**src/hw/rtl/ir_pulse_distance_byte_sender_assert.svh**
```systemverilog
// Assertion macros used by the IR sender encoder module.
`ifndef IR_PULSE_DISTANCE_BYTE_SENDER_ASSERT_SVH
`define IR_PULSE_DISTANCE_BYTE_SENDER_ASSERT_SVH

// Same-cycle implication, sampled on clk, off while rst_n is low.
`define IPDS_ASSERT_NOW(lbl, ante, cons, msg) \
  lbl: assert property (@(posedge clk) disable iff (!rst_n) (ante) |-> (cons)) else $error(msg);

// Next-cycle implication, sampled on clk, off while rst_n is low.
`define IPDS_ASSERT_NEXT(lbl, ante, cons, msg) \
  lbl: assert property (@(posedge clk) disable iff (!rst_n) (ante) |=> (cons)) else $error(msg);

`endif

```
**src/hw/rtl/ipds_pkg.sv**
```systemverilog
// Types, codes and helpers for the IR pulse-distance byte sender.
package ipds_pkg;

  localparam int DUR_W     = 16;
  localparam int BYTE_W    = 8;
  localparam int CFG_IDX_W = 3;

  typedef logic [DUR_W-1:0]     dur_t;
  typedef logic [BYTE_W-1:0]    byte_t;
  typedef logic [CFG_IDX_W-1:0] cfg_idx_t;

  // Input opcodes
  localparam logic OP_TICK = 1'b0;
  localparam logic OP_SEND = 1'b1;

  // Register indexes
  localparam cfg_idx_t REG_LEADER_MARK  = 3'd0;
  localparam cfg_idx_t REG_LEADER_SPACE = 3'd1;
  localparam cfg_idx_t REG_BIT_MARK     = 3'd2;
  localparam cfg_idx_t REG_ZERO_SPACE   = 3'd3;
  localparam cfg_idx_t REG_ONE_SPACE    = 3'd4;

  // Reset durations
  localparam dur_t RST_LEADER_MARK  = 16'd9000;
  localparam dur_t RST_LEADER_SPACE = 16'd4500;
  localparam dur_t RST_BIT_MARK     = 16'd560;
  localparam dur_t RST_ZERO_SPACE   = 16'd560;
  localparam dur_t RST_ONE_SPACE    = 16'd1600;

  typedef enum logic [4:0] {
    PH_IDLE       = 5'b00001,
    PH_LEAD_MARK  = 5'b00010,
    PH_LEAD_SPACE = 5'b00100,
    PH_BIT_MARK   = 5'b01000,
    PH_BIT_SPACE  = 5'b10000
  } phase_t;

  typedef struct packed {
    dur_t leader_mark;
    dur_t leader_space;
    dur_t bit_mark;
    dur_t zero_space;
    dur_t one_space;
  } timing_t;

  typedef struct packed {
    logic carrier_on;
    logic busy_res;
    logic send_taken;
    logic frame_done;
  } res_t;

  // A zero duration counts as one tick.
  function automatic dur_t at_least_one(dur_t d);
    return (d == '0) ? dur_t'(1) : d;
  endfunction

endpackage

```
**src/hw/rtl/ipds_in_if.sv**
```systemverilog
// Input channel: opcode and byte to send.
interface ipds_in_if;
  import ipds_pkg::*;
  logic  valid;
  logic  ready;
  logic  opcode;
  byte_t send_byte;
  modport source (output valid, output opcode, output send_byte, input ready);
  modport sink   (input valid, input opcode, input send_byte, output ready);
endinterface

```
**src/hw/rtl/ipds_out_if.sv**
```systemverilog
// Result channel: carrier level and frame status.
interface ipds_out_if;
  logic valid;
  logic ready;
  logic carrier_on;
  logic busy_res;
  logic send_taken;
  logic frame_done;
  modport source (output valid, output carrier_on, output busy_res,
                  output send_taken, output frame_done, input ready);
  modport sink   (input valid, input carrier_on, input busy_res,
                  input send_taken, input frame_done, output ready);
endinterface

```
**src/hw/rtl/ipds_cfg_if.sv**
```systemverilog
// Configuration write channel: register index and data.
interface ipds_cfg_if;
  import ipds_pkg::*;
  logic     valid;
  logic     ready;
  cfg_idx_t index;
  dur_t     data;
  modport source (output valid, output index, output data, input ready);
  modport sink   (input valid, input index, input data, output ready);
endinterface

```
**src/hw/rtl/ipds_cfg_regs.sv**
```systemverilog
// Timing registers written through the configuration channel.
module ipds_cfg_regs (
  input  logic               clk,
  input  logic               rst_n,
  input  logic               wr_en,
  input  ipds_pkg::cfg_idx_t wr_idx,
  input  ipds_pkg::dur_t     wr_data,
  output ipds_pkg::timing_t  timing
);
  import ipds_pkg::*;

  timing_t timing_r;

  always_ff @(posedge clk) begin
    if (!rst_n) begin
      timing_r.leader_mark  <= RST_LEADER_MARK;
      timing_r.leader_space <= RST_LEADER_SPACE;
      timing_r.bit_mark     <= RST_BIT_MARK;
      timing_r.zero_space   <= RST_ZERO_SPACE;
      timing_r.one_space    <= RST_ONE_SPACE;
    end else if (wr_en) begin
      // Drop writes to indexes beyond the register list
      unique case (wr_idx)
        REG_LEADER_MARK:  timing_r.leader_mark  <= wr_data;
        REG_LEADER_SPACE: timing_r.leader_space <= wr_data;
        REG_BIT_MARK:     timing_r.bit_mark     <= wr_data;
        REG_ZERO_SPACE:   timing_r.zero_space   <= wr_data;
        REG_ONE_SPACE:    timing_r.one_space    <= wr_data;
        default: ;
      endcase
    end
  end

  assign timing = timing_r;

endmodule

```
**src/hw/rtl/ipds_encoder.sv**
```systemverilog
// Frame sequencer: phase, tick counter, data shifter and bit counter.
module ipds_encoder #(
  parameter int FRAME_BITS = 8
) (
  input  logic              clk,
  input  logic              rst_n,
  input  logic              step,
  input  logic              opcode,
  input  ipds_pkg::byte_t   send_byte,
  input  ipds_pkg::timing_t timing,
  output ipds_pkg::res_t    res
);
  import ipds_pkg::*;
  `include "ir_pulse_distance_byte_sender_assert.svh"

  localparam int POS_W = (FRAME_BITS > 1) ? $clog2(FRAME_BITS) : 1;
  localparam logic [POS_W-1:0] LAST_POS = POS_W'(FRAME_BITS - 1);

  phase_t           phase_r,      phase_nxt;
  dur_t             ticks_left_r, ticks_left_nxt;
  byte_t            data_shift_r, data_shift_nxt;
  logic [POS_W-1:0] bit_pos_r,    bit_pos_nxt;
  dur_t             ticks_dec;
  logic             taken, done;

  assign ticks_dec = ticks_left_r - dur_t'(1);

  always_comb begin
    phase_nxt      = phase_r;
    ticks_left_nxt = ticks_left_r;
    data_shift_nxt = data_shift_r;
    bit_pos_nxt    = bit_pos_r;
    taken          = 1'b0;
    done           = 1'b0;
    if (step) begin
      if (opcode == OP_SEND) begin
        // A send while busy is ignored
        if (phase_r == PH_IDLE) begin
          data_shift_nxt = send_byte;
          bit_pos_nxt    = '0;
          phase_nxt      = PH_LEAD_MARK;
          ticks_left_nxt = at_least_one(timing.leader_mark);
          taken          = 1'b1;
        end
      end else if (phase_r != PH_IDLE) begin
        ticks_left_nxt = ticks_dec;
        if (ticks_dec == '0) begin
          unique case (phase_r)
            PH_LEAD_MARK: begin
              phase_nxt      = PH_LEAD_SPACE;
              ticks_left_nxt = at_least_one(timing.leader_space);
            end
            PH_LEAD_SPACE: begin
              phase_nxt      = PH_BIT_MARK;
              ticks_left_nxt = at_least_one(timing.bit_mark);
            end
            PH_BIT_MARK: begin
              phase_nxt      = PH_BIT_SPACE;
              ticks_left_nxt = at_least_one(data_shift_r[0] ? timing.one_space
                                                           : timing.zero_space);
            end
            PH_BIT_SPACE: begin
              data_shift_nxt = data_shift_r >> 1;
              if (bit_pos_r == LAST_POS) begin
                bit_pos_nxt    = '0;
                phase_nxt      = PH_IDLE;
                ticks_left_nxt = '0;
                done           = 1'b1;
              end else begin
                bit_pos_nxt = bit_pos_r + POS_W'(1);
                phase_nxt   = PH_BIT_MARK;
                ticks_left_nxt = at_least_one(timing.bit_mark);
              end
            end
            default: begin
              phase_nxt      = PH_IDLE;
              ticks_left_nxt = '0;
            end
          endcase
        end
      end
    end
  end

  always_ff @(posedge clk) begin
    if (!rst_n) begin
      phase_r      <= PH_IDLE;
      ticks_left_r <= '0;
      data_shift_r <= '0;
      bit_pos_r    <= '0;
    end else begin
      phase_r      <= phase_nxt;
      ticks_left_r <= ticks_left_nxt;
      data_shift_r <= data_shift_nxt;
      bit_pos_r    <= bit_pos_nxt;
    end
  end

  assign res.carrier_on = (phase_nxt == PH_LEAD_MARK) || (phase_nxt == PH_BIT_MARK);
  assign res.busy_res   = (phase_nxt != PH_IDLE);
  assign res.send_taken = taken;
  assign res.frame_done = done;

  `IPDS_ASSERT_NOW(a_idle_no_count, phase_r == PH_IDLE, ticks_left_r == '0,
                   "tick counter not clear while idle")
  `IPDS_ASSERT_NOW(a_busy_counting, phase_r != PH_IDLE, ticks_left_r != '0,
                   "tick counter empty during a frame")
  `IPDS_ASSERT_NOW(a_done_from_space, done, step && phase_r == PH_BIT_SPACE
                   && bit_pos_r == LAST_POS, "frame end outside the last bit space")
  `IPDS_ASSERT_NEXT(a_send_starts_leader, taken, phase_r == PH_LEAD_MARK
                    && bit_pos_r == '0, "accepted send did not start the leader")

endmodule

```
**src/hw/rtl/ir_pulse_distance_byte_sender.sv**
```systemverilog
// IR pulse-distance byte sender, top level. Every accepted word yields exactly one
// result word; one word is taken per clock cycle whenever the result register is
// empty or being read in the same cycle, so the block sustains one tick per cycle.
// A send word (opcode 1) starts a frame when idle: leader mark, leader space, then
// FRAME_BITS bits LSB first, each a bit mark plus a zero or one space. A tick word
// (opcode 0) advances time by one tick through a 16-bit down-counter. Durations are
// five 16-bit registers (index 0 to 4, reset 9000/4500/560/560/1600); a zero counts
// as one tick. Write them only while no frame is running; the write channel never
// stalls. Results are registered, appearing the cycle after the word is accepted.
module ir_pulse_distance_byte_sender #(
  parameter int FRAME_BITS = 8
) (
  input  logic        clk,
  input  logic        rst_n,
  ipds_in_if.sink     in_if,
  ipds_out_if.source  out_if,
  ipds_cfg_if.sink    cfg_if
);
  import ipds_pkg::*;

  timing_t timing;
  res_t    res;
  res_t    res_r;
  logic    out_valid_r, out_valid_nxt;
  logic    step;

  assign cfg_if.ready = 1'b1;

  ipds_cfg_regs u_cfg_regs (
    .clk     (clk),
    .rst_n   (rst_n),
    .wr_en   (cfg_if.valid),
    .wr_idx  (cfg_if.index),
    .wr_data (cfg_if.data),
    .timing  (timing)
  );

  // Take a word whenever the result register is free or draining this cycle
  assign in_if.ready = !out_valid_r || out_if.ready;
  assign step        = in_if.valid && in_if.ready;

  ipds_encoder #(
    .FRAME_BITS (FRAME_BITS)
  ) u_encoder (
    .clk       (clk),
    .rst_n     (rst_n),
    .step      (step),
    .opcode    (in_if.opcode),
    .send_byte (in_if.send_byte),
    .timing    (timing),
    .res       (res)
  );

  assign out_valid_nxt = step || (out_valid_r && !out_if.ready);

  always_ff @(posedge clk) begin
    if (!rst_n) begin
      out_valid_r <= 1'b0;
    end else begin
      out_valid_r <= out_valid_nxt;
    end
  end

  always_ff @(posedge clk) begin
    if (step) begin
      res_r <= res;
    end
  end

  assign out_if.valid      = out_valid_r;
  assign out_if.carrier_on = res_r.carrier_on;
  assign out_if.busy_res   = res_r.busy_res;
  assign out_if.send_taken = res_r.send_taken;
  assign out_if.frame_done = res_r.frame_done;

endmodule
```
**src/flat_wrapper.sv**
```systemverilog
// flat-port wrapper written by rule: the top's interface ports become plain ports
module ir_pulse_distance_byte_sender_flat import ipds_pkg::*;
#(
  parameter int FRAME_BITS = 8
)
  (clk, rst_n, in_if_valid, in_if_opcode, in_if_send_byte, in_if_ready, out_if_valid, out_if_carrier_on, out_if_busy_res, out_if_send_taken, out_if_frame_done, out_if_ready, cfg_if_valid, cfg_if_index, cfg_if_data, cfg_if_ready);
  ipds_in_if in_if_i ();
  ipds_out_if out_if_i ();
  ipds_cfg_if cfg_if_i ();
  input  logic clk;
  input  logic rst_n;
  input wire logic [$bits(in_if_i.valid)-1:0] in_if_valid;
  input wire logic [$bits(in_if_i.opcode)-1:0] in_if_opcode;
  input wire logic [$bits(in_if_i.send_byte)-1:0] in_if_send_byte;
  output wire logic [$bits(in_if_i.ready)-1:0] in_if_ready;
  output wire logic [$bits(out_if_i.valid)-1:0] out_if_valid;
  output wire logic [$bits(out_if_i.carrier_on)-1:0] out_if_carrier_on;
  output wire logic [$bits(out_if_i.busy_res)-1:0] out_if_busy_res;
  output wire logic [$bits(out_if_i.send_taken)-1:0] out_if_send_taken;
  output wire logic [$bits(out_if_i.frame_done)-1:0] out_if_frame_done;
  input wire logic [$bits(out_if_i.ready)-1:0] out_if_ready;
  input wire logic [$bits(cfg_if_i.valid)-1:0] cfg_if_valid;
  input wire logic [$bits(cfg_if_i.index)-1:0] cfg_if_index;
  input wire logic [$bits(cfg_if_i.data)-1:0] cfg_if_data;
  output wire logic [$bits(cfg_if_i.ready)-1:0] cfg_if_ready;
  assign in_if_i.valid = in_if_valid;
  assign in_if_i.opcode = in_if_opcode;
  assign in_if_i.send_byte = in_if_send_byte;
  assign in_if_ready = in_if_i.ready;
  assign out_if_valid = out_if_i.valid;
  assign out_if_carrier_on = out_if_i.carrier_on;
  assign out_if_busy_res = out_if_i.busy_res;
  assign out_if_send_taken = out_if_i.send_taken;
  assign out_if_frame_done = out_if_i.frame_done;
  assign out_if_i.ready = out_if_ready;
  assign cfg_if_i.valid = cfg_if_valid;
  assign cfg_if_i.index = cfg_if_index;
  assign cfg_if_i.data = cfg_if_data;
  assign cfg_if_ready = cfg_if_i.ready;
  ir_pulse_distance_byte_sender #(.FRAME_BITS(FRAME_BITS)) u_core (.clk(clk), .rst_n(rst_n), .in_if(in_if_i), .out_if(out_if_i), .cfg_if(cfg_if_i));
endmodule
```
**config.mk**
```make
export PLATFORM = sky130hd
export DESIGN_NAME = ir_pulse_distance_byte_sender_flat
export DESIGN_NICKNAME = d
export VERILOG_FILES = /design/src/hw/rtl/ipds_pkg.sv /design/src/hw/rtl/ipds_in_if.sv /design/src/hw/rtl/ipds_out_if.sv /design/src/hw/rtl/ipds_cfg_if.sv /design/src/hw/rtl/ipds_cfg_regs.sv /design/src/hw/rtl/ipds_encoder.sv /design/src/hw/rtl/ir_pulse_distance_byte_sender.sv /design/src/flat_wrapper.sv
export VERILOG_INCLUDE_DIRS = /design/src /design/src/hw/rtl
export SDC_FILE = /design/constraint.sdc
export NUM_CORES = 1
export LEC_CHECK = 0
export BUFFER_PORTS_ARGS = -buffer_cell sky130_fd_sc_hd__clkbuf_2
export CORE_ASPECT_RATIO = 0.5
export CORE_MARGIN = 2
export CORE_UTILIZATION = 40
export DETAILED_ROUTE_END_ITERATION = 16
export GPL_TIMING_DRIVEN = 1
export PLACE_DENSITY = 0.64
export SLEW_MARGIN = 25
export SYNTH_ARGS = -nofsm -noshare
export SYNTH_HDL_FRONTEND = slang
export SYNTH_SLANG_ARGS = --single-unit
```
**constraint.sdc**
```tcl
create_clock -name clk -period 3.1 [get_ports clk]
set_input_delay 0.155 -clock clk [delete_from_list [all_inputs] [get_ports clk]]
set_output_delay 0.155 -clock clk [all_outputs]
set_load 0.005 [all_outputs]
```
==> results.sh <==
export IMPL_synthArstFlopShare_pct=0
export IMPL_crit_buf_inv=1
export IMPL_yosysWarnings=0
export IMPL_status="complete, no violations"
export IMPL_comb_power_share_pct=15.0
export IMPL_r2r_slack_ps=70
export IMPL_min_to="u_core.u_encoder.data_shift_r[7]"
export IMPL_startpoint="u_core.u_encoder.ticks_left_r[0]"
export IMPL_rr_startpoint="u_core.u_encoder.ticks_left_r[0]"
export IMPL_clockRootBuffer="clkbuf_16"
export IMPL_intPower_mw=2.94
export IMPL_yosys_top_cells_area="dfxtp_1 38%, nand2_1 12%, a21boi_0 8.1%, mux2i_1 3.4%, clkbuf_1 2.8%"
export IMPL_syn_area_um2=5940
export IMPL_wl_mm=16.5
export IMPL_tns_ps=0
export IMPL_n_antenna_cell=0
export IMPL_die_w_um=176
export IMPL_timing_critical_path_to_type="register"
export IMPL_hp_start="in_if_send_byte[7]"
export IMPL_antenna_found_initial=0
export IMPL_power_density_nw_per_um2=587
export IMPL_total_power_mw=4.08
export IMPL_p_sw_mw=1.14
export IMPL_cp_data_arrival_time_ps=3200
export IMPL_route_vias_total=5395
export IMPL_synth_nets=764
export IMPL_grt_pass1_wl_mm=26.6
export IMPL_initial_core_util_pct=41.0
export IMPL_crit_fanout=7
export IMPL_yosys_area_top_type="dfxtp_1"
export IMPL_worstRegToRegCells=10
export IMPL_synth_ff_type="dfxtp_1"
export IMPL_synth_distinct_cells=58
export IMPL_ant_nets=0
export IMPL_cp_slowest_cell="or4b_4"
export IMPL_via_per_inst=5.57
export IMPL_htreeDepth=4
export IMPL_clkSlewWorstSetupHoldPaths_ps=50
export IMPL_fin_crit_ps=3030
export IMPL_grt_pass1_vias=4989
export IMPL_slew_viol_final=0
export IMPL_p_seq_share_pct=40.3
export IMPL_num_nets_final=796
export IMPL_num_rows=31
export IMPL_required_ps=3270
export IMPL_dr_pass1_iters=5
export IMPL_p_clk_share_pct=44.7
export IMPL_fin_skew_ps=7.91
export IMPL_die_area_um2=15900
export IMPL_leakage_nw=2.70
export IMPL_crit_family="simple AND/OR/NAND/NOR gates"
export IMPL_synth_seq_cells=117
export IMPL_syn_inst=726
export IMPL_cp_start_kind="register"
export IMPL_path_class="reg -> reg"
export IMPL_vdd_drop_max_v=0.000459
export IMPL_synth_edf_count=4
export IMPL_synth_top_cell_area_share_pct=38.1
export IMPL_clock_latency_ps=410
export IMPL_finalSetupViolCount=0
export IMPL_drc=0
export IMPL_grt_use_total_pct=21.3
export IMPL_place_area_um2=6390
export IMPL_syn_avg_cell_area_um2=8.18
export IMPL_crit_path_cell_trace="inv_4 -> ha_4 -> or3b_4 -> o32ai_2 -> a32oi_1 -> or3_1 -> or4b_4 -> mux2i_4 -> xor2_1 -> and3_1"
export IMPL_overflow=0
export IMPL_drt_wirelength_per_cell_um=17.1
export IMPL_cts_path_max_buffers=2
export IMPL_r2r_end="u_core.out_if.carrier_on"
export IMPL_grt_max_degree=42
export IMPL_fill_cells=1425
export IMPL_cts_made_buffers=17
export IMPL_crit_path_max_incr_delay_ps=570
export IMPL_routabilityCongestion=0.877
export IMPL_rsz0062_at_grt="yes"
export IMPL_drt_iter0_markers=402
export IMPL_hold_viol_final=0
export IMPL_hpwl_mm=11.8
export IMPL_fmax_mhz=330
export IMPL_port_buffers=38
export IMPL_ios=40
export IMPL_maxCapViolCount=0
export IMPL_seq_area_frac_synth_pct=40.1
export IMPL_syn_to_final_growth_pct=17.2
export IMPL_core_area_um2=14500
export IMPL_fin_crit_sh_pct=97.8
export IMPL_clock_sinks=117
export IMPL_whs_path_depth=3
export IMPL_drive_gt1_share_pct=16.2
export IMPL_slew_headroom_pct=44.7
export IMPL_cts_tree="done"
export IMPL_design_area_um2=6960
export IMPL_p_sw_share_pct=27.9
export IMPL_worst_slew_pin_slew_ps=829
export IMPL_die_h_um=90.1
export IMPL_min_path_type="in -> reg"
## how the worst max path moves through the flow
stage	endpoint	slack (ps)	cells after the start
2_1_floorplan	u_core.out_if.carrier_on	-20	13
3_3_place_gp	u_core.out_if.carrier_on	110	10
3_5_place_dp	u_core.out_if.carrier_on	30	10
4_1_cts	u_core.out_if.carrier_on	20	10
5_1_grt	u_core.out_if.carrier_on	-60	10
6_report	u_core.out_if.carrier_on	70	10
## area by class of cell
type	instances	area [um^2]	area share (%)
clock inverters	12	105	1.51
multi-input cells	545	3330	47.9
well taps	198	248	3.56
inverters	10	42.5	0.611
flip-flops and latches	117	2380	34.3
clock buffers	20	437	6.28
repair buffers	67	410	5.90
## what timing repair did
action / in CTS / in global routing
hold buffers: 1 / 0
resized for setup: 0 / 2
hold endpoints to repair: 1 / 0
endpoints found under the setup margin: 0 / 12
setup buffers: 0 / 2
## cell usage after synthesis, drive strengths merged (2+ instances only)
| cell | n |
|---|---|
| o2111a | 5 |
| a222oi | 8 |
| mux2i | 21 |
| a41o | 2 |
| or4 | 5 |
| nor2 | 31 |
| a221o | 8 |
| a21boi | 64 |
| a32oi | 2 |
| o211a | 7 |
| nand4 | 6 |
| edfxtp | 4 |
| dfxtp | 113 |
| a211oi | 5 |
| and3 | 7 |
| nor3 | 12 |
| clkbuf | 45 |
| or3 | 11 |
| a21oi | 11 |
| o211ai | 8 |
| buf | 9 |
| nand2b | 7 |
| o31ai | 4 |
| nor2b | 7 |
| o21a | 4 |
| o21ai | 18 |
| nand3 | 32 |
| o22ai | 4 |
| nor4 | 16 |
| or4b | 5 |
| nand2 | 183 |
| xor2 | 5 |
| nor3b | 4 |
| mux2 | 9 |
| or2 | 3 |
| xnor2 | 8 |
| a31oi | 4 |
| inv | 10 |
| ha | 5 |
| nand3b | 3 |
## metrics by stage
stage	utilization, %	hold WS [ps]	setup slack, ps	std cells
global placement	44.1	396	113	934
detailed placement	44.1	406	28.6	934
finish	48.1	37.8	69.0	969
floorplan	-	279	-22.1	726
CTS	48.0	36.4	21.4	967
global route	48.1	57.8	-62.5	969
## power by group through the flow
stage,sequential [mW],combinational (mW),clock (mW)
2_1_floorplan,1.65,0.444,0
3_3_place_gp,1.67,0.592,0
3_5_place_dp,1.67,0.599,0
4_1_cts,1.64,0.606,1.84
5_1_grt,1.65,0.673,1.92
6_report,1.64,0.611,1.83
## state kept, by name, indices dropped and copies added, names as in the netlist
name and count:
u_core.out_if.busy_res 1, u_core.out_if.carrier_on 1, u_core.out_if.frame_done 1, u_core.out_if.send_taken 1, u_core.out_if.valid 1, u_core.u_cfg_regs.timing 80
u_core.u_encoder.bit_pos_r 3, u_core.u_encoder.data_shift_r 8, u_core.u_encoder.phase_r 5, u_core.u_encoder.ticks_left_r 16
## cell families (layout without fill, tap and decap cells)
| group | count (synthesis) | after routing | synth area share, % |
|---|---|---|---|
| adder cells (fa/ha/maj) | 5 | 5 | 1.05 |
| flip-flops | 117 | 117 | 40.1 |
| other | 1 | 1 | 0.0632 |
| XOR/XNOR | 13 | 13 | 1.92 |
| multiplexers | 30 | 30 | 5.46 |
| buffers and inverters | 64 | 109 | 4.40 |
| AO/OA/AOI/OAI | 158 | 158 | 20.3 |
| AND/OR/NAND/NOR | 338 | 338 | 26.7 |
## worst min-delay path, cell delays in order
cell      delay [ps]
clkbuf_2          90
nand3_1           80
a21boi_0          80
## placed cells by master (no fill, tap or decap), drive strengths merged, types with 4 or more instances in the layout
| cell type | instances |
|---|---|
| mux2i | 21 |
| or4 | 5 |
| nor3 | 12 |
| and3 | 7 |
| a21oi | 11 |
| nor2 | 31 |
| a31oi | 4 |
| o21a | 4 |
| buf | 29 |
| o21ai | 18 |
| clkbuf | 57 |
| nand3 | 32 |
| a21boi | 64 |
| dfxtp | 113 |
| mux2 | 9 |
| o211a | 7 |
| or4b | 5 |
| a222oi | 8 |
| ha | 5 |
| nand2 | 183 |
| xnor2 | 8 |
| nor2b | 7 |
| o2111a | 5 |
| inv | 13 |
| nor4 | 16 |
| xor2 | 5 |
| a221o | 8 |
| o31ai | 4 |
| o211ai | 8 |
| o22ai | 4 |
| or3 | 11 |
| clkinv | 5 |
| nor3b | 4 |
| nand2b | 7 |
| a211oi | 5 |
| nand4 | 6 |
| edfxtp | 4 |
## per-layer routing
| metal | track usage (%) | share of wire [%] | vias up |
|---|---|---|---|
| met5 | 0 | 0 | - |
| met4 | 6.61 | 1.1 | 0 |
| met3 | 3.81 | 5.0 | 20 |
| met2 | 31.5 | 43 | 144 |
| met1 | 31.2 | 51 | 2576 |
| li1 | - | - | 2655 |
(Power assumes the default switching activity.)
